<file path="config.mk">
export PLATFORM = sky130hd
export DESIGN_NAME = vbbr_window_mem
export DESIGN_NICKNAME = d
export VERILOG_FILES = /design/src/rtl/core/vertical_box_blur_rgba_unit_macros.svh /design/src/rtl/core/vbbr_pkg.sv /design/src/rtl/core/vbbr_window_mem.sv
export SDC_FILE = /design/constraint.sdc
export NUM_CORES = 2
export LEC_CHECK = 0
export BUFFER_PORTS_ARGS = -buffer_cell sky130_fd_sc_hd__buf_2
export CAP_MARGIN = 20
export CORE_ASPECT_RATIO = 0.5
export CORE_MARGIN = 2
export CORE_UTILIZATION = 67
export CTS_BUF_LIST = sky130_fd_sc_hd__clkbuf_4 sky130_fd_sc_hd__clkbuf_8
export DETAILED_ROUTE_END_ITERATION = 7
export PLACE_DENSITY = 0.84
export RECOVER_POWER = 50
export SLEW_MARGIN = 20
export SYNTH_ARGS = -nofsm -noshare
export SYNTH_HDL_FRONTEND = slang
export SYNTH_SLANG_ARGS = --single-unit
</file>
<file path="constraint.sdc">
create_clock -name clock -period 12.6 [get_ports clock]
set_input_delay 2.52 -clock clock [delete_from_list [all_inputs] [get_ports clock]]
set_output_delay 2.52 -clock clock [all_outputs]
set_load 0.05 [all_outputs]
</file>
<file path="src/rtl/core/vertical_box_blur_rgba_unit_macros.svh">
// Assertion macros for the vertical box blur unit.
// Used by the top level only; no other dependencies.
`ifndef VERTICAL_BOX_BLUR_RGBA_UNIT_MACROS_SVH
`define VERTICAL_BOX_BLUR_RGBA_UNIT_MACROS_SVH

// Same-cycle implication, checked while out of reset.
`define VBBR_ASSERT_IMPL(label, clk, rst, ante, cons) \
   label: assert property (@(posedge clk) disable iff (rst) (ante) |-> (cons)) \
      else $error("vbbr same-cycle check failed");

// Next-cycle implication, checked while out of reset.
`define VBBR_ASSERT_NEXT(label, clk, rst, ante, cons) \
   label: assert property (@(posedge clk) disable iff (rst) (ante) |=> (cons)) \
      else $error("vbbr next-cycle check failed");

`endif

</file>
<file path="src/rtl/core/vbbr_pkg.sv">
// Shared types, constants and the reciprocal table of the vertical box blur unit.
// No dependencies.
package vbbr_pkg;

   localparam int MAX_RADIUS_DEF = 31;
   localparam int RADIUS_W       = 5;
   localparam int PIX_W          = 32;
   localparam int CHAN_W         = 8;
   localparam int NUM_CHAN       = 4;
   localparam int SUM_W          = 14;
   localparam int K_W            = RADIUS_W + 1;
   localparam int FRAC_W         = 24;
   localparam int RECIP_W        = FRAC_W + 1;
   localparam logic [RADIUS_W-1:0] RADIUS_RESET = RADIUS_W'(1);

   typedef enum logic [1:0] {
      ST_IDLE,
      ST_READ,
      ST_SLIDE,
      ST_SCALE
   } state_type;

   // Sequencer to datapath
   typedef struct packed {
      logic load_px;
      logic first;
      logic slide;
      logic emit;
      logic done;
   } ctl_type;

   // Sequencer status seen by the top level
   typedef struct packed {
      logic busy;
      logic col_start;
   } status_type;

   // floor(2^24 / (2r+1)) for every 5-bit radius
   function automatic logic [RECIP_W-1:0] recip_of(input logic [RADIUS_W-1:0] r);
      logic [RECIP_W-1:0] v;
      case (r)
         5'd0:    v = 25'd16777216;
         5'd1:    v = 25'd5592405;
         5'd2:    v = 25'd3355443;
         5'd3:    v = 25'd2396745;
         5'd4:    v = 25'd1864135;
         5'd5:    v = 25'd1525201;
         5'd6:    v = 25'd1290555;
         5'd7:    v = 25'd1118481;
         5'd8:    v = 25'd986895;
         5'd9:    v = 25'd883011;
         5'd10:   v = 25'd798915;
         5'd11:   v = 25'd729444;
         5'd12:   v = 25'd671088;
         5'd13:   v = 25'd621378;
         5'd14:   v = 25'd578524;
         5'd15:   v = 25'd541200;
         5'd16:   v = 25'd508400;
         5'd17:   v = 25'd479349;
         5'd18:   v = 25'd453438;
         5'd19:   v = 25'd430185;
         5'd20:   v = 25'd409200;
         5'd21:   v = 25'd390167;
         5'd22:   v = 25'd372827;
         5'd23:   v = 25'd356962;
         5'd24:   v = 25'd342392;
         5'd25:   v = 25'd328965;
         5'd26:   v = 25'd316551;
         5'd27:   v = 25'd305040;
         5'd28:   v = 25'd294337;
         5'd29:   v = 25'd284359;
         5'd30:   v = 25'd275036;
         5'd31:   v = 25'd266305;
         default: v = 25'd16777216;
      endcase
      return v;
   endfunction

endpackage

</file>
<file path="src/rtl/core/vbbr_window_mem.sv">
// Row window memory: one write port, one read port, registered read data.
// Depends on vbbr_pkg for the pixel width.
module vbbr_window_mem #(
   parameter int  DEPTH  = 2 * vbbr_pkg::MAX_RADIUS_DEF + 2,
   localparam int ADDR_W = $clog2(DEPTH)
) (
   input  logic                       clock,
   input  logic                       wr_en,
   input  logic [ADDR_W-1:0]          wr_addr,
   input  logic [vbbr_pkg::PIX_W-1:0] wr_data,
   input  logic                       rd_en,
   input  logic [ADDR_W-1:0]          rd_addr,
   output logic [vbbr_pkg::PIX_W-1:0] rd_data
);
   import vbbr_pkg::*;

   logic [PIX_W-1:0] mem [DEPTH];
   logic [PIX_W-1:0] rd_data_ff;

   always_ff @(posedge clock) begin
      if (wr_en) begin
         mem[wr_addr] <= wr_data;
      end
   end

   always_ff @(posedge clock) begin
      if (rd_en) begin
         rd_data_ff <= mem[rd_addr];
      end
   end

   assign rd_data = rd_data_ff;

endmodule

</file>
==> results by group <==
Status
  • Status: finished, violations left
  • Failing checks: capacitance limit, slew limit

STA
  • Hold Slack: 0.9356 ns
  • Fmax achieved: 0.1622 GHz
  • Period utilization: 48.92%
  • Slew HR: -155.6%
  • Final min period: 6.164 ns
  • Clk_skew: 0.05749 ns
  • Min setup slack post-route: 6.436 ns
  • Slew @ Worst Pin: 3.834 ns
  • Setup Total Neg Slack: 0 ns
  • Max-slew violation count: 2,114
  • Final hold viol count: 0
  • Final number of setup-violating endpoints: 0
  • RSZ-0062 raised after global routing: no

Finish
  • Most frequent cells in the layout: edfxtp_1, mux4_2, clkbuf_8
  • Finished Core Util: 74.80%
  • Fin nets: 3,660
  • Fin cells: 5,382
  • Area grow syn2layout: 10.00%
  • Fin area: 86,720 um2
  • Share of cells above drive strength 1: 30.75%
  • Commonest non-fill, non-tap cell in the layout: edfxtp_1

CTS
  • Sink Count: 2,080
  • TritonCTS clock tree: built
  • Worst-path clk slew: 0.07 ns
  • Root Driver: clkbuf_8
  • Total CTS buffers: 288
  • Clock Latency Late Sink: 1.01 ns
  • # hold bufs at CTS: 0
  • H-tree levels: 5
  • Max clock buf depth: 4
  • Post-CTS Resized: 0
  • Post-CTS setup buffers: 0

Die
  • Core area: 115,900 um2
  • # rows: 88
  • Ports: 79
  • Die area: 120,600 um2
  • Starting density of the core: 68.00%
  • Vertical die dimension: 246.6 um
  • Die extent in x: 489.1 um

Critical path
  • Worst setup SP type: input pin
  • R2R depth: 4
  • Setup crit end kind: flip-flop
  • CP required: 13.28 ns
  • Setup Crit Path Kind: input pin to flip-flop
  • Crit. path cell count: 7
  • Crit path buffers/inverters: 3
  • Slowest cell on the critical path: o22ai_1
  • Worst path cell trace: buf_8, buf_4, buf_4, mux4_2, mux4_2, o22ai_1, nor2_1
  • CP delay by family, top: buffers and inverters
  • Worst Path Max Fanout: 69
  • WP data arrival: 6.84 ns
  • Max incr delay on CP: 0.86 ns

Logic synthesis
  • Main synth FF type: edfxtp_1
  • Post-synthesis instance area: 78,840 um2
  • Number of flops mapped to enable cells by yosys: 2,080
  • Post-synth top area share: 79.23%
  • Ys async rst share: 0%
  • Synthesis-stage register bit count: 2,080
  • Yosys warning count: 0
  • Syn_area_per_cell: 23.72 um2
  • Seq/Total Area, Yosys: 79.23%
  • Ranking of synthesized cells by area: edfxtp_1, mux4_2, mux2i_1
  • Synth Instances: 3,324
  • Post-synth cell types: 33
  • Post-Syn Nets: 3,371
  • Top cell type by total area after synthesis: edfxtp_1

Hold path
  • Cell depth of the worst hold path: 4
  • Hold crit path type: flip-flop to flip-flop

Global route
  • First-pass GRT wire length: 307,000 um
  • GRT overflow: 0
  • Tot GR Track Use: 37.52%
  • Vias in the first global route: 41,280
  • Largest net degree at the start of global routing: 90
  • Initial antenna violation count: 14

Pwr
  • Power Density: 154.4 nW/um2
  • Register share of total power: 57.7%
  • Internal Pwr Total: 10.38 mW
  • Psw: 3.002 mW
  • Leak Pwr: 26.91 nW
  • Clock group share of total power: 36.8%
  • Combinational fraction of design power: 5.6%
  • Switching share of power: 22.42%
  • Pwr Total: 13.39 mW
  • VDD IR max: 0.09271 mV

Route
  • Number of routed nets with antenna violations: 0
  • Drt total wl: 221,300 um
  • Initial drt markers: 7,884
  • # DRC: 0
  • Via/cell ratio: 7.596
  • Routed via count: 40,880
  • Wire length per cell: 41.12 um
  • DRT Pass-1 Iters: 8

Placement
  • Placed Area: 81,630 um2
  • I/O Buffers: 78
  • Final GP Congestion: 0.8765
  • Detailed placer's ending HPWL: 118,800 um
  • Pre-CTS WS: 5.592 ns
  • Placed cells: 4,898

Flow run
  • Number of max-cap violations: 33
## worst paths after layout
| path | start | to | slack (ns) |
|---|---|---|---|
| hold / removal | mem[29][8] | rd_data[8] | 0.94 |
| setup reg to reg | mem[11][25] | rd_data[25] | 9.87 |
| hold reg to reg | mem[29][8] | rd_data[8] | 0.94 |
| setup / recovery | rd_addr[0] | rd_data[25] | 6.44 |
## worst register-to-register path, stage by stage (launching register included)
cell and delay, ns:
edfxtp_1 0.40, mux4_2 0.51, mux4_2 0.49, o22ai_1 0.86, nor2_1 0.19
## flip-flops by register name, summed over array words and instances (netlist names)
signal	cells
mem	2048
rd_data	32
## layer usage
layer / track usage (%) / wire length, um / vias up
met4: 20.08 / 13430 / 10
met5: 0 / 62 / -
met3: 12.25 / 38400 / 891
met2: 56.12 / 101200 / 4609
li1: - / - / 14850
met1: 50.20 / 68220 / 20520
## area by class of cell
class / instances / area, um2
Antenna cell: 12 / 30.03
Clock buffer: 378 / 4690
Clock inverter: 94 / 452.9
Fill cell: 5320 / 29220
Multi-Input combinational cell: 1062 / 15950
Sequential cell: 2080 / 62460
Tap cell: 1575 / 1971
Timing Repair Buffer: 181 / 1171
## kinds of logic after synthesis
kind of cell	after synthesis	share of synthesized area [%]
muxes	637	16.72
and+or+nand+nor	223	1.260
AOI/OAI and AO/OA	202	1.666
buffers and inverters	182	1.124
DFF	2080	79.23
## synthesized netlist by cell type, drive strengths merged, types with 7 or more instances
| cell | instances |
|---|---|
| nand2 | 26 |
| mux2i | 93 |
| o221ai | 27 |
| nor3 | 7 |
| edfxtp | 2080 |
| a21oi | 62 |
| o22ai | 84 |
| a311oi | 8 |
| nor2b | 15 |
| clkbuf | 74 |
| a22oi | 12 |
| nor2 | 137 |
| nand2b | 8 |
| mux4 | 544 |
| buf | 108 |
## power by group through the flow
| stage | Sequential, mW | Combinational [mW] | Clock (mW) |
|---|---|---|---|
| floorplan | 7.87 | 0.373 | 0 |
| global placement | 7.85 | 0.680 | 0 |
| detailed placement | 7.85 | 0.714 | 0 |
| CTS | 7.70 | 0.725 | 4.92 |
| global route | 7.72 | 0.759 | 5.19 |
| finish | 7.72 | 0.745 | 4.92 |
(Power assumes the default switching activity.)
