## src/rtl/core/vertical_box_blur_rgba_unit_macros.svh

```systemverilog
// Assertion macros for the vertical box blur unit.
// Used by the top level only; no other dependencies.
`ifndef VERTICAL_BOX_BLUR_RGBA_UNIT_MACROS_SVH
`define VERTICAL_BOX_BLUR_RGBA_UNIT_MACROS_SVH

// Same-cycle implication, checked while out of reset.
`define VBBR_ASSERT_IMPL(label, clk, rst, ante, cons) \
   label: assert property (@(posedge clk) disable iff (rst) (ante) |-> (cons)) \
      else $error("vbbr same-cycle check failed");

// Next-cycle implication, checked while out of reset.
`define VBBR_ASSERT_NEXT(label, clk, rst, ante, cons) \
   label: assert property (@(posedge clk) disable iff (rst) (ante) |=> (cons)) \
      else $error("vbbr next-cycle check failed");

`endif

```

## src/rtl/core/vbbr_pkg.sv

```systemverilog
// Shared types, constants and the reciprocal table of the vertical box blur unit.
// No dependencies.
package vbbr_pkg;

   localparam int MAX_RADIUS_DEF = 31;
   localparam int RADIUS_W       = 5;
   localparam int PIX_W          = 32;
   localparam int CHAN_W         = 8;
   localparam int NUM_CHAN       = 4;
   localparam int SUM_W          = 14;
   localparam int K_W            = RADIUS_W + 1;
   localparam int FRAC_W         = 24;
   localparam int RECIP_W        = FRAC_W + 1;
   localparam logic [RADIUS_W-1:0] RADIUS_RESET = RADIUS_W'(1);

   typedef enum logic [1:0] {
      ST_IDLE,
      ST_READ,
      ST_SLIDE,
      ST_SCALE
   } state_type;

   // Sequencer to datapath
   typedef struct packed {
      logic load_px;
      logic first;
      logic slide;
      logic emit;
      logic done;
   } ctl_type;

   // Sequencer status seen by the top level
   typedef struct packed {
      logic busy;
      logic col_start;
   } status_type;

   // floor(2^24 / (2r+1)) for every 5-bit radius
   function automatic logic [RECIP_W-1:0] recip_of(input logic [RADIUS_W-1:0] r);
      logic [RECIP_W-1:0] v;
      case (r)
         5'd0:    v = 25'd16777216;
         5'd1:    v = 25'd5592405;
         5'd2:    v = 25'd3355443;
         5'd3:    v = 25'd2396745;
         5'd4:    v = 25'd1864135;
         5'd5:    v = 25'd1525201;
         5'd6:    v = 25'd1290555;
         5'd7:    v = 25'd1118481;
         5'd8:    v = 25'd986895;
         5'd9:    v = 25'd883011;
         5'd10:   v = 25'd798915;
         5'd11:   v = 25'd729444;
         5'd12:   v = 25'd671088;
         5'd13:   v = 25'd621378;
         5'd14:   v = 25'd578524;
         5'd15:   v = 25'd541200;
         5'd16:   v = 25'd508400;
         5'd17:   v = 25'd479349;
         5'd18:   v = 25'd453438;
         5'd19:   v = 25'd430185;
         5'd20:   v = 25'd409200;
         5'd21:   v = 25'd390167;
         5'd22:   v = 25'd372827;
         5'd23:   v = 25'd356962;
         5'd24:   v = 25'd342392;
         5'd25:   v = 25'd328965;
         5'd26:   v = 25'd316551;
         5'd27:   v = 25'd305040;
         5'd28:   v = 25'd294337;
         5'd29:   v = 25'd284359;
         5'd30:   v = 25'd275036;
         5'd31:   v = 25'd266305;
         default: v = 25'd16777216;
      endcase
      return v;
   endfunction

endpackage

```

## src/rtl/core/vbbr_datapath.sv

```systemverilog
// Channel sums, reciprocal scaling and the result register.
// Depends on vbbr_pkg for widths and the control struct.
module vbbr_datapath (
   input  logic                         clock,
   input  logic                         reset,
   input  vbbr_pkg::ctl_type            ctl,
   input  logic [vbbr_pkg::K_W-1:0]     k_val,
   input  logic [vbbr_pkg::RECIP_W-1:0] recip,
   input  logic [vbbr_pkg::PIX_W-1:0]   req_pixel_in,
   input  logic [vbbr_pkg::PIX_W-1:0]   rd_data,
   output logic                         out_free,
   output logic                         rsp_valid,
   input  logic                         rsp_stall,
   output logic [vbbr_pkg::PIX_W-1:0]   rsp_pixel_out,
   output logic                         rsp_column_done
);
   import vbbr_pkg::*;

   localparam int PROD_W = SUM_W + RECIP_W;

   logic [PIX_W-1:0]  px_ff, px_in;
   logic [SUM_W-1:0]  sum_ff [NUM_CHAN];
   logic [SUM_W-1:0]  sum_in [NUM_CHAN];
   logic              valid_ff, valid_in;
   logic [PIX_W-1:0]  pix_ff, pix_in;
   logic              done_ff, done_in;
   logic [PROD_W-1:0] prod [NUM_CHAN];

   assign out_free = !valid_ff || !rsp_stall;
   assign px_in    = ctl.load_px ? req_pixel_in : px_ff;

   always_comb begin
      for (int c = 0; c < NUM_CHAN; c++) begin
         sum_in[c] = sum_ff[c];
         if (ctl.slide) begin
            if (ctl.first) begin
               sum_in[c] = SUM_W'(k_val) * SUM_W'(px_ff[c*CHAN_W +: CHAN_W]);
            end else begin
               sum_in[c] = SUM_W'(sum_ff[c] + SUM_W'(px_ff[c*CHAN_W +: CHAN_W])
                                  - SUM_W'(rd_data[c*CHAN_W +: CHAN_W]));
            end
         end
      end
   end

   always_comb begin
      pix_in = pix_ff;
      for (int c = 0; c < NUM_CHAN; c++) begin
         prod[c] = PROD_W'(sum_ff[c]) * PROD_W'(recip);
         if (ctl.emit) begin
            pix_in[c*CHAN_W +: CHAN_W] = prod[c][FRAC_W +: CHAN_W];
         end
      end
      done_in  = ctl.emit ? ctl.done : done_ff;
      // hold while stalled, drop once taken
      valid_in = ctl.emit || (valid_ff && rsp_stall);
   end

   always_ff @(posedge clock) begin
      px_ff   <= px_in;
      pix_ff  <= pix_in;
      done_ff <= done_in;
      for (int c = 0; c < NUM_CHAN; c++) begin
         sum_ff[c] <= sum_in[c];
      end
   end

   always_ff @(posedge clock) begin
      if (reset) begin
         valid_ff <= 1'b0;
      end else begin
         valid_ff <= valid_in;
      end
   end

   assign rsp_valid       = valid_ff;
   assign rsp_pixel_out   = pix_ff;
   assign rsp_column_done = done_ff;

endmodule
```

## config.mk

```make
export PLATFORM = sky130hd
export DESIGN_NAME = vbbr_datapath
export DESIGN_NICKNAME = d
export VERILOG_FILES = /design/src/rtl/core/vertical_box_blur_rgba_unit_macros.svh /design/src/rtl/core/vbbr_pkg.sv /design/src/rtl/core/vbbr_datapath.sv
export SDC_FILE = /design/constraint.sdc
export NUM_CORES = 2
export LEC_CHECK = 0
export CORE_UTILIZATION = 45
export CTS_CLUSTER_DIAMETER = 50
export DETAILED_ROUTE_END_ITERATION = 8
export DONT_BUFFER_PORTS = 1
export GPL_TIMING_DRIVEN = 0
export PLACE_DENSITY = 0.61
export SLEW_MARGIN = 20
export SYNTH_ARGS = -nofsm -noshare
export SYNTH_HDL_FRONTEND = slang
export SYNTH_SLANG_ARGS = --single-unit
```

## constraint.sdc

```tcl
create_clock -name clock -period 19.9 [get_ports clock]
set_clock_uncertainty 0.1 [all_clocks]
set_input_delay 2.985 -clock clock [delete_from_list [all_inputs] [get_ports clock]]
set_output_delay 2.985 -clock clock [all_outputs]
set_load 0.005 [all_outputs]
```

==> flow_metrics.env <==
export IMPL_drc_errors=0
export IMPL_synth_seq_cells=122
export IMPL_postCtsHoldBufs=0
export IMPL_fp_dieH_um=335.6
export IMPL_critical_path_top_delay_family="adder cells"
export IMPL_detailed_place_hpwl_um=129000
export IMPL_post_route_period_util=0.5262
export IMPL_crit_chain="clkbuf_1 > clkbuf_1 > nand2_1 > fa_1 > fa_1 > fa_1 > inv_1 > fa_1 > fa_1 > inv_1 > fa_1 > inv_1 > ha_1 > a21o_1 > a21oi_1 > o21ai_0 > o21ai_0 > a31oi_1 > a41oi_1 > nand2b_1 > a21oi_1 > xnor2_1"
export IMPL_grt_start_max_net_pins=57
export IMPL_synth_edf_count=121
export IMPL_path_buf_inv=5
export IMPL_layout_cells_non_filler=7145
export IMPL_drv_slew=0
export IMPL_start_kind="primary input"
export IMPL_clk_pin_slew_ps=60
export IMPL_path_max_fanout=10
export IMPL_drv_cap=0
export IMPL_synthFlopType="edfxtp_1"
export IMPL_synth_net_count=7282
export IMPL_coreArea_um2=110500
export IMPL_hold_viol=0
export IMPL_postSynthCellCount=5615
export IMPL_ys_top_cells_by_area="fa_1 46%, inv_1 11%, ha_1 10%, and2_1 8.2%, edfxtp_1 7.3%"
export IMPL_drt_wl_total_um=154600
export IMPL_synth_top_area_share=0.4573
export IMPL_fin_tns_setup_ps=0
export IMPL_vias=37307
export IMPL_netlist_area_um2=50080
export IMPL_num_io_pins=138
export IMPL_io_buffers=0
export IMPL_cp_common_cell="fa_1"
export IMPL_cp_slowest_cell="clkbuf_1"
export IMPL_ys_warn_count=0
export IMPL_tightest_slew_ps=1242
export IMPL_cp_data_arrival_time_ps=10610
export IMPL_ant_nets=0
export IMPL_rsz0062_at_grt="false"
export IMPL_dieArea_um2=112600
export IMPL_grt_overflow_total=0
export IMPL_drt_pass1_iter_count=8
export IMPL_antenna_found_initial=18
export IMPL_utilization=0.4759
export IMPL_hold_class="reg2reg"
export IMPL_drtIter0Drc=3058
export IMPL_cts_tree="built"
export IMPL_gp_congestion=0.9443
export IMPL_die_w_um=335.6
export IMPL_grt_util_all_layers=0.2845
export IMPL_clockRootBuffer="clkbuf_16"
export IMPL_dp_cells=7104
export IMPL_synth_largest_area_cell="fa_1"
export IMPL_initial_core_util=0.4532
export IMPL_final_nets=7302
export IMPL_cts_resized=0
export IMPL_synth_distinct_cells=60
export IMPL_synth_avg_cell_area_um2=8.920
export IMPL_viasPerCell=5.221
export IMPL_maxSlewHeadroom=0.1720
export IMPL_critPathRequiredTime_ps=20040
export IMPL_critPathMaxStageDelay_ps=780
export IMPL_yosysSeqAreaShare=0.07295
export IMPL_clockBufferDepth=2
export IMPL_min_period_ps=10470
export IMPL_drive_gt1_frac=0.008677
export IMPL_grt_pass1_vias=38218
export IMPL_cts_made_buffers=17
export IMPL_fmax_ghz=0.09549
export IMPL_clock_sinks=122
export IMPL_clock_latency_ps=480
export IMPL_path_class="in2reg"
export IMPL_wl_per_cell_um=21.64
export IMPL_grt_pass1_wl_um=234200
export IMPL_std_cell_rows=122
export IMPL_num_fill_cells=10777
export IMPL_status="finished, final reports clean"
export IMPL_setup_viol=0
export IMPL_async_reset_ff_frac=0
export IMPL_htreeDepth=4
export IMPL_cts_setup_buffers=0
export IMPL_endpoint_kind="flop"
export IMPL_synthToLayoutAreaGrowth_pct=5.019
## cells in the final DEF (no fill, tap or decap), types with 3 or more instances in the layout
| cell type | n |
|---|---|
| inv_1 | 1402 |
| fa_1 | 1144 |
| nand2_1 | 925 |
| and2_1 | 660 |
| ha_1 | 420 |
| clkbuf_1 | 282 |
| edfxtp_1 | 121 |
| xnor2_1 | 107 |
| o21ai_0 | 93 |
| a21oi_1 | 87 |
| nor2_1 | 59 |
| xor2_1 | 51 |
| a21o_1 | 36 |
| nor3_1 | 30 |
| nand3_1 | 26 |
| o21bai_1 | 21 |
| clkbuf_16 | 17 |
| o21a_1 | 16 |
| or3_1 | 14 |
| nand4_1 | 12 |
| diode_2 | 10 |
| nor2b_1 | 10 |
| and3_1 | 9 |
| clkbuf_2 | 8 |
| o31ai_1 | 7 |
| nor4_1 | 5 |
| o41ai_1 | 5 |
| nand2b_1 | 4 |
| a31oi_1 | 4 |
| a21boi_0 | 4 |
| nor4b_1 | 4 |
| nor3b_1 | 4 |
| mux2i_1 | 4 |
| clkinv_2 | 4 |
| bufinv_16 | 4 |
| o21ai_1 | 3 |
## tightest hold or removal path, delay by kind of cell (launching register included)
family	cells	cell delay, ps
AO/OA/AOI/OAI	1	120
AND/OR/NAND/NOR	1	40
flip-flops	1	330
## per-layer routing
metal | GRT usage | wire [um] | up-vias
met3 | 0.05740 | 14680 | 285
met4 | 0.1200 | 7326 | 12
met1 | 0.3742 | 61400 | 19122
met2 | 0.4564 | 71110 | 1539
met5 | 0 | 80 | -
li1 | - | - | 16349
## area by class of cell
cell class / count / area (um2) / area share
timing repair buffer: 1 / 11.26 / 0.0002141
sequential: 122 / 3654 / 0.06946
clock inverter: 14 / 180.2 / 0.003425
inverter: 1402 / 5263 / 0.1001
buffer: 292 / 1107 / 0.02105
antenna: 10 / 25.02 / 0.0004758
multi-input combinational: 3799 / 40070 / 0.7618
tap: 1488 / 1862 / 0.03540
clock buffer: 17 / 425.4 / 0.008088
## Yosys cell counts (all sizes together) (26+ instances only)
cell type and count:
a21o 36, nor2 59, ha 420, nor3 30, xor2 51, xnor2 107, a21oi 88, nand2 925
o21ai 96, inv 1402, fa 1144, and2 660, edfxtp 121, nand3 26, clkbuf 290
## cells by family after synthesis
logic type,count (synthesis),synth area share
DFF,122,0.07295
xor gates and xnor gates,158,0.02763
muxes,4,0.0007995
and+or+nand+nor,1768,0.1707
AOI/OAI and AO/OA,305,0.03872
adders and majority gates,1564,0.5622
buffers and inverters,1694,0.1270
## flip-flops by register name, summed over array words and instances (netlist names)
register and flops:
px_ff 32, rsp_column_done 1, rsp_pixel_out 32, rsp_valid 1, sum_ff 56
## path summary, 6_finish.rpt
check / cells after the start / endpoint / slack, ps / startpoint
worst min-delay path: 2 / rsp_valid$_SDFF_PP0_ / 430 / rsp_valid$_SDFF_PP0_
worst max register to register: 22 / rsp_pixel_out[30]$_DFFE_PP_ / 12040 / sum_ff[3][6]$_DFFE_PP_
worst min register to register: 2 / rsp_valid$_SDFF_PP0_ / 430 / rsp_valid$_SDFF_PP0_
worst max-delay path: 22 / rsp_pixel_out[30]$_DFFE_PP_ / 9430 / recip[7]
## stage by stage
stage | setup slack (ps) | hold slack, ps | instance area (um2)
after floorplan | 10900 | 397.2 | 50080
after global placement | 9093 | 416.1 | 51950
after detailed placement | 9163 | 425.6 | 51970
after CTS | 9661 | 436.3 | 52570
after global routing | 9330 | 478.6 | 52570
final | 9428 | 434.6 | 52600
Power is not shown: default switching activity piles up to over one toggle a cycle in this logic, so the estimate is an artifact.
