$ cat config.mk
export PLATFORM = sky130hd
export DESIGN_NAME = vbbr_ctrl
export DESIGN_NICKNAME = d
export VERILOG_FILES = /design/src/rtl/core/vertical_box_blur_rgba_unit_macros.svh /design/src/rtl/core/vbbr_pkg.sv /design/src/rtl/core/vbbr_ctrl.sv
export SDC_FILE = /design/constraint.sdc
export NUM_CORES = 1
export LEC_CHECK = 0
export BUFFER_PORTS_ARGS = -buffer_cell sky130_fd_sc_hd__buf_4
export CAP_MARGIN = 20
export CORE_MARGIN = 3
export CORE_UTILIZATION = 34
export DETAILED_ROUTE_END_ITERATION = 8
export HOLD_SLACK_MARGIN = 0.15
export RECOVER_POWER = 100
export SYNTH_ARGS = -nofsm -noshare
export SYNTH_HDL_FRONTEND = slang
export SYNTH_SLANG_ARGS = --single-unit
$ cat constraint.sdc
create_clock -name clock -period 4.35 [get_ports clock]
set_input_delay 1.305 -clock clock [delete_from_list [all_inputs] [get_ports clock]]
set_output_delay 1.305 -clock clock [all_outputs]
set_load 0.01 [all_outputs]
$ cat src/rtl/core/vertical_box_blur_rgba_unit_macros.svh
// Assertion macros for the vertical box blur unit.
// Used by the top level only; no other dependencies.
`ifndef VERTICAL_BOX_BLUR_RGBA_UNIT_MACROS_SVH
`define VERTICAL_BOX_BLUR_RGBA_UNIT_MACROS_SVH

// Same-cycle implication, checked while out of reset.
`define VBBR_ASSERT_IMPL(label, clk, rst, ante, cons) \
   label: assert property (@(posedge clk) disable iff (rst) (ante) |-> (cons)) \
      else $error("vbbr same-cycle check failed");

// Next-cycle implication, checked while out of reset.
`define VBBR_ASSERT_NEXT(label, clk, rst, ante, cons) \
   label: assert property (@(posedge clk) disable iff (rst) (ante) |=> (cons)) \
      else $error("vbbr next-cycle check failed");

`endif

$ cat src/rtl/core/vbbr_pkg.sv
// Shared types, constants and the reciprocal table of the vertical box blur unit.
// No dependencies.
package vbbr_pkg;

   localparam int MAX_RADIUS_DEF = 31;
   localparam int RADIUS_W       = 5;
   localparam int PIX_W          = 32;
   localparam int CHAN_W         = 8;
   localparam int NUM_CHAN       = 4;
   localparam int SUM_W          = 14;
   localparam int K_W            = RADIUS_W + 1;
   localparam int FRAC_W         = 24;
   localparam int RECIP_W        = FRAC_W + 1;
   localparam logic [RADIUS_W-1:0] RADIUS_RESET = RADIUS_W'(1);

   typedef enum logic [1:0] {
      ST_IDLE,
      ST_READ,
      ST_SLIDE,
      ST_SCALE
   } state_type;

   // Sequencer to datapath
   typedef struct packed {
      logic load_px;
      logic first;
      logic slide;
      logic emit;
      logic done;
   } ctl_type;

   // Sequencer status seen by the top level
   typedef struct packed {
      logic busy;
      logic col_start;
   } status_type;

   // floor(2^24 / (2r+1)) for every 5-bit radius
   function automatic logic [RECIP_W-1:0] recip_of(input logic [RADIUS_W-1:0] r);
      logic [RECIP_W-1:0] v;
      case (r)
         5'd0:    v = 25'd16777216;
         5'd1:    v = 25'd5592405;
         5'd2:    v = 25'd3355443;
         5'd3:    v = 25'd2396745;
         5'd4:    v = 25'd1864135;
         5'd5:    v = 25'd1525201;
         5'd6:    v = 25'd1290555;
         5'd7:    v = 25'd1118481;
         5'd8:    v = 25'd986895;
         5'd9:    v = 25'd883011;
         5'd10:   v = 25'd798915;
         5'd11:   v = 25'd729444;
         5'd12:   v = 25'd671088;
         5'd13:   v = 25'd621378;
         5'd14:   v = 25'd578524;
         5'd15:   v = 25'd541200;
         5'd16:   v = 25'd508400;
         5'd17:   v = 25'd479349;
         5'd18:   v = 25'd453438;
         5'd19:   v = 25'd430185;
         5'd20:   v = 25'd409200;
         5'd21:   v = 25'd390167;
         5'd22:   v = 25'd372827;
         5'd23:   v = 25'd356962;
         5'd24:   v = 25'd342392;
         5'd25:   v = 25'd328965;
         5'd26:   v = 25'd316551;
         5'd27:   v = 25'd305040;
         5'd28:   v = 25'd294337;
         5'd29:   v = 25'd284359;
         5'd30:   v = 25'd275036;
         5'd31:   v = 25'd266305;
         default: v = 25'd16777216;
      endcase
      return v;
   endfunction

endpackage

$ cat src/rtl/core/vbbr_ctrl.sv
// Sequencer: radius register, row counters, window addressing and flush steps.
// Depends on vbbr_pkg for the state enum, control structs and reciprocal table.
module vbbr_ctrl #(
   parameter int  MAX_RADIUS = vbbr_pkg::MAX_RADIUS_DEF,
   localparam int WIN_DEPTH  = 2 * MAX_RADIUS + 2,
   localparam int ADDR_W     = $clog2(WIN_DEPTH),
   localparam int CNT_W      = $clog2(WIN_DEPTH + 1)
) (
   input  logic                          clock,
   input  logic                          reset,
   input  logic                          req_valid,
   output logic                          req_stall,
   input  logic                          req_column_end,
   input  logic                          csr_wr_en,
   input  logic [vbbr_pkg::RADIUS_W-1:0] csr_wr_data,
   input  logic                          out_free,
   output vbbr_pkg::ctl_type             ctl,
   output vbbr_pkg::status_type          status,
   output logic                          mem_wr_en,
   output logic [ADDR_W-1:0]             mem_wr_addr,
   output logic                          mem_rd_en,
   output logic [ADDR_W-1:0]             mem_rd_addr,
   output logic [vbbr_pkg::K_W-1:0]      k_val,
   output logic [vbbr_pkg::RECIP_W-1:0]  recip
);
   import vbbr_pkg::*;

   state_type            state_ff, state_in;
   logic [RADIUS_W-1:0]  radius_ff, radius_in;
   logic [RECIP_W-1:0]   recip_ff, recip_in;
   logic [CNT_W-1:0]     rows_ff, rows_in;
   logic [ADDR_W-1:0]    wr_ptr_ff, wr_ptr_in;
   logic [CNT_W-1:0]     m_ff, m_in;
   logic [ADDR_W-1:0]    lv_ptr_ff, lv_ptr_in;
   logic [RADIUS_W-1:0]  step_ff, step_in;
   logic                 last_ff, last_in;

   logic                 accept;
   logic                 emit_needed;
   logic                 step_end;
   logic                 more_steps;
   logic [RADIUS_W-1:0]  r_sat;
   logic [ADDR_W-1:0]    lv_start;

   assign k_val  = {radius_ff, 1'b1};
   assign recip  = recip_ff;
   assign accept = (state_ff == ST_IDLE) && req_valid;

   assign emit_needed = int'(m_ff) >= int'(radius_ff);
   assign step_end    = ((state_ff == ST_SLIDE) && !emit_needed)
                        || ((state_ff == ST_SCALE) && out_free);
   assign more_steps  = last_ff && (step_ff < radius_ff);

   always_comb begin
      if (int'(csr_wr_data) > MAX_RADIUS) begin
         r_sat = RADIUS_W'(MAX_RADIUS);
      end else begin
         r_sat = csr_wr_data;
      end
   end

   // Address of row n-k for the row being accepted, modulo the window depth
   always_comb begin
      if (int'(wr_ptr_ff) >= int'(k_val)) begin
         lv_start = ADDR_W'(int'(wr_ptr_ff) - int'(k_val));
      end else begin
         lv_start = ADDR_W'(int'(wr_ptr_ff) + WIN_DEPTH - int'(k_val));
      end
   end

   // Next state
   always_comb begin
      state_in = state_ff;
      case (state_ff)
         ST_IDLE: begin
            if (accept) begin
               state_in = ST_READ;
            end
         end
         ST_READ:  state_in = ST_SLIDE;
         ST_SLIDE: begin
            if (emit_needed) begin
               state_in = ST_SCALE;
            end else if (more_steps) begin
               state_in = ST_READ;
            end else begin
               state_in = ST_IDLE;
            end
         end
         ST_SCALE: begin
            if (out_free) begin
               state_in = more_steps ? ST_READ : ST_IDLE;
            end
         end
         default: state_in = ST_IDLE;
      endcase
   end

   // Outputs and datapath registers
   always_comb begin
      radius_in = radius_ff;
      recip_in  = recip_ff;
      rows_in   = rows_ff;
      wr_ptr_in = wr_ptr_ff;
      m_in      = m_ff;
      lv_ptr_in = lv_ptr_ff;
      step_in   = step_ff;
      last_in   = last_ff;

      if (csr_wr_en) begin
         radius_in = r_sat;
         recip_in  = recip_of(r_sat);
         rows_in   = '0;
         wr_ptr_in = '0;
      end else if (accept) begin
         last_in   = req_column_end;
         m_in      = rows_ff;
         lv_ptr_in = lv_start;
         step_in   = '0;
         rows_in   = (rows_ff == CNT_W'(WIN_DEPTH)) ? rows_ff : rows_ff + 1'b1;
         wr_ptr_in = (wr_ptr_ff == ADDR_W'(WIN_DEPTH - 1)) ? '0 : wr_ptr_ff + 1'b1;
      end else if (step_end) begin
         if (more_steps) begin
            // advance to the next repeated bottom row
            step_in   = step_ff + 1'b1;
            m_in      = (m_ff == CNT_W'(WIN_DEPTH)) ? m_ff : m_ff + 1'b1;
            lv_ptr_in = (lv_ptr_ff == ADDR_W'(WIN_DEPTH - 1)) ? '0 : lv_ptr_ff + 1'b1;
         end else if (last_ff) begin
            rows_in   = '0;
            wr_ptr_in = '0;
         end
      end
   end

   always_comb begin
      req_stall   = (state_ff != ST_IDLE);
      mem_wr_en   = accept;
      mem_wr_addr = wr_ptr_ff;
      mem_rd_en   = (state_ff == ST_READ);
      // rows above the column repeat row 0, which sits at address 0
      mem_rd_addr = (int'(m_ff) <= int'(k_val)) ? '0 : lv_ptr_ff;

      ctl.load_px = accept;
      ctl.first   = (m_ff == '0);
      ctl.slide   = (state_ff == ST_SLIDE);
      ctl.emit    = (state_ff == ST_SCALE) && out_free;
      ctl.done    = last_ff && (step_ff == radius_ff);

      status.busy      = (state_ff != ST_IDLE);
      status.col_start = (rows_ff == '0) && (wr_ptr_ff == '0);
   end

   always_ff @(posedge clock) begin
      if (reset) begin
         state_ff  <= ST_IDLE;
         radius_ff <= RADIUS_RESET;
         recip_ff  <= recip_of(RADIUS_RESET);
         rows_ff   <= '0;
         wr_ptr_ff <= '0;
         m_ff      <= '0;
         lv_ptr_ff <= '0;
         step_ff   <= '0;
         last_ff   <= 1'b0;
      end else begin
         state_ff  <= state_in;
         radius_ff <= radius_in;
         recip_ff  <= recip_in;
         rows_ff   <= rows_in;
         wr_ptr_ff <= wr_ptr_in;
         m_ff      <= m_in;
         lv_ptr_ff <= lv_ptr_in;
         step_ff   <= step_in;
         last_ff   <= last_in;
      end
   end

endmodule

==> flow_summary_export.csv <==
group,metric,value,unit
worst_hold_path,hold_path_startpoint,"recip[19]",
placed_design,io_buffers,61,
placed_design,pre_cts_slack,1.04,ns
logic_synthesis,async_flop_share,0,
cts,cts_hold_buf,0,
layout,layout-drive-gt1-share,0.0662,
die,die_w,120,um
sta,rsz0062_at_grt,"no",
layout,area_delta_synth_final,13.5,%
setup_path,crit_path_end_kind,"flip-flop",
sta,hold_viol_final,0,
setup_path,cp-start-kind,"input port",
grt,grt_pass1_wl,20.5,mm
layout,diodes,0,
grt,grt_antenna_before_repair,0,
layout,layoutNonFillerInstCount,776,
setup_path,r2r_slack,1.33,ns
cts,root_buffer,"clkbuf_16",
cts,post_cts.repair.setup_buffers,0,
worst_hold_path,holdPathEnd,"recip[19]",
logic_synthesis,synth_area,4430,um2
pwr,power,1.66,mW
sta,setup_violations,0,
layout,utilization,0.397,
sta,period_share,0.845,
cts,clk_latency,0.33,ns
setup_path,worstPathRequired,4.58,ns
grt,gr-total-overflow,0,
setup_path,crit_type,"in -> reg",
worst_hold_path,hp-class,"reg -> reg",
sta,setup_slack,0.676,ns
die,num_rows,41,
detailed_routing,detail-route-antenna-nets,0,
pwr,vdd_drop_max,201,uV
cts,cts.reportedPaths.clkPinSlew,0.06,ns
die,die_area,14400,um2
cts,cts_tree,"yes",
cts,numCtsBuffers,9,
cts,clock_path_buffers,2,
grt,grt_max_degree,47,
setup_path,timing.rr.start,"radius_ff[4]",
grt,grt_pass1_vias,4112,
logic_synthesis,ys_types,71,
setup_path,worstPathArrival,3.91,ns
detailed_routing,drc,0,
cts,htree_levels,3,
sta,fmax,0.272,GHz
worst_hold_path,hold_depth,2,
run_status,violations,"capacitance limit, slew limit",
logic_synthesis,synth_warnings,0,
logic_synthesis,yosysSeqAreaShare,0.285,
detailed_routing,drtIter0Drc,267,
die,die_y,120,um
logic_synthesis,syn_avg_cell_area,7.78,um2
die,ioPinCount,64,
layout,finalNetCount,650,
detailed_routing,post_drt_wl_per_cell,16.2,um
logic_synthesis,synthesis.nets,620,
die,coreArea,12700,um2
sta,finClkSkew,0.00624,ns
setup_path,reg2reg_depth,8,
run_status,status,"finished, violations left",
logic_synthesis,ys.flop_type,"dfxtp_1",
placed_design,place_inst,760,
placed_design,gp_congestion,0.866,
die,start_util,0.350,
logic_synthesis,synth_edf_count,0,
cts,clkSinkCount,63,
sta,worst_slew_pin_slew,1.65,ns
logic_synthesis,synth-seq-cells,63,
sta,relSlewSlack,-0.0979,
layout,fin_area,5030,um2
job,max-cap-violations,1,
detailed_routing,detailedRoute.firstPassIterationCount,5,
placed_design,dp_hpwl,8.75,mm
cts,cts-resized-gates,0,
placed_design,placed_cell_area,4930,um2
logic_synthesis,syn_inst,569,
detailed_routing,vias,4334,
pwr,p_leak,1.98,nW
sta,finalHoldWorstSlack,0.453,ns
sta,tns,0,ns
setup_path,worstPathMaxFanout,30,
setup_path,worstReg2RegEnd,"rows_ff[1]",
detailed_routing,avgViaCountPerCell,5.59,
detailed_routing,drt-total-wl,12.5,mm
sta,drv_slew,36,
pwr,p_per_area,330,nW/um2
grt,gr-usage-all-layers,0.176,
sta,period_needed,3.67,ns
## cell usage in the layout, fill, tap and decap left out, drive strengths merged, types with 5 or more instances in the layout
cell type   n
a211oi     12
a21o        7
a21oi      48
a311oi      5
a31oi       6
and2       11
and3        6
buf        15
clkbuf     60
clkinv      5
dfxtp      63
ha         39
inv        17
mux2i      10
nand2      55
nand3      20
nor2       57
nor2b      11
nor3       14
o211ai     10
o21ai      44
o22ai       5
o311ai      6
xnor2       6
## area by class of cell
type	count	area, um2
fillers	1364	7640
multi-input cells	442	2890
flip-flops and latches	63	1260
repair buffers	63	297
clock buffers	12	246
well taps	172	215
inverters	20	76.3
clock inverters	4	45.0
## state kept, by name, indices dropped and copies added, names as in the netlist
register / cells
lv_ptr_ff: 6
m_ff: 7
mem_wr_addr: 6
state_ff: 2
last_ff: 1
recip: 24
rows_ff: 7
radius_ff: 5
step_ff: 5
## Yosys cell counts (all sizes together), types with 3 or more instances
library cell | instances | area (um2)
dfxtp | 63 | 1260
nor2 | 57 | 214
nand2 | 55 | 209
a21oi | 48 | 244
o21ai | 44 | 224
ha | 39 | 488
clkbuf | 31 | 118
nand3 | 20 | 100
inv | 17 | 63.8
nor3 | 14 | 70.1
buf | 13 | 73.8
a211oi | 12 | 90.1
and2 | 11 | 68.8
nor2b | 11 | 68.8
mux2i | 10 | 100
o211ai | 10 | 75.1
a21o | 7 | 52.6
a31oi | 6 | 52.6
and3 | 6 | 37.5
o311ai | 6 | 52.6
xnor2 | 6 | 52.6
a311oi | 5 | 43.8
o22ai | 5 | 31.3
a2111oi | 4 | 53.8
nand2b | 4 | 25.0
o21a | 4 | 30.0
or3 | 4 | 25.0
a211o | 3 | 26.3
a221oi | 3 | 26.3
clkinv | 3 | 12.5
nand4 | 3 | 18.8
nor3b | 3 | 22.5
nor4 | 3 | 18.8
o211a | 3 | 30.0
o31ai | 3 | 22.5
## kinds of logic (layout without fill, tap and decap cells)
family | count (synthesis) | count (layout) | share of synthesized area
simple gates | 198 | 198 | 0.211
compound gates | 182 | 182 | 0.279
buf+inv | 64 | 99 | 0.0605
flops | 63 | 63 | 0.285
fa+ha+maj | 40 | 40 | 0.115
mux | 12 | 12 | 0.0328
xor+xnor | 8 | 8 | 0.0158
other cells | 2 | 2 | 0.00170
## critical path, stage by stage
cell and delay (ns):
clkbuf_4 0.10, or3b_1 0.37, clkbuf_1 0.58, a41o_1 0.46
a21oi_2 0.09, o21ai_0 0.36, or3_1 0.44, a31oi_1 0.19
## power breakdown
part	total, mW	internal (mW)	leakage [nW]	switching, mW
logic	0.316	0.109	1.32	0.207
clock network	0.715	0.456	0.146	0.259
registers	0.630	0.605	0.515	0.0252
total	1.66	1.17	1.98	0.490
## metal layers
layer	wire length (um)	vias up	GRT usage
li1	-	2123	-
met1	5400	2072	0.209
met2	6250	113	0.306
met3	530	26	0.0386
met4	354	0	0.0730
met5	0	-	0
## worst max path at each step
stage | startpoint | to | slack (ns) | cells past startpoint
after global placement | req_valid | ctl[4] | 1.04 | 4
final | req_valid | m_ff[0] | 0.68 | 8
after global routing | req_valid | lv_ptr_ff[3] | 0.39 | 7
after CTS | m_ff[2] | mem_rd_addr[4] | 0.79 | 8
after detailed placement | req_valid | ctl[4] | 1.04 | 4
after floorplan | req_valid | ctl[4] | 0.73 | 4
Power figures use the tool's default switching activity.
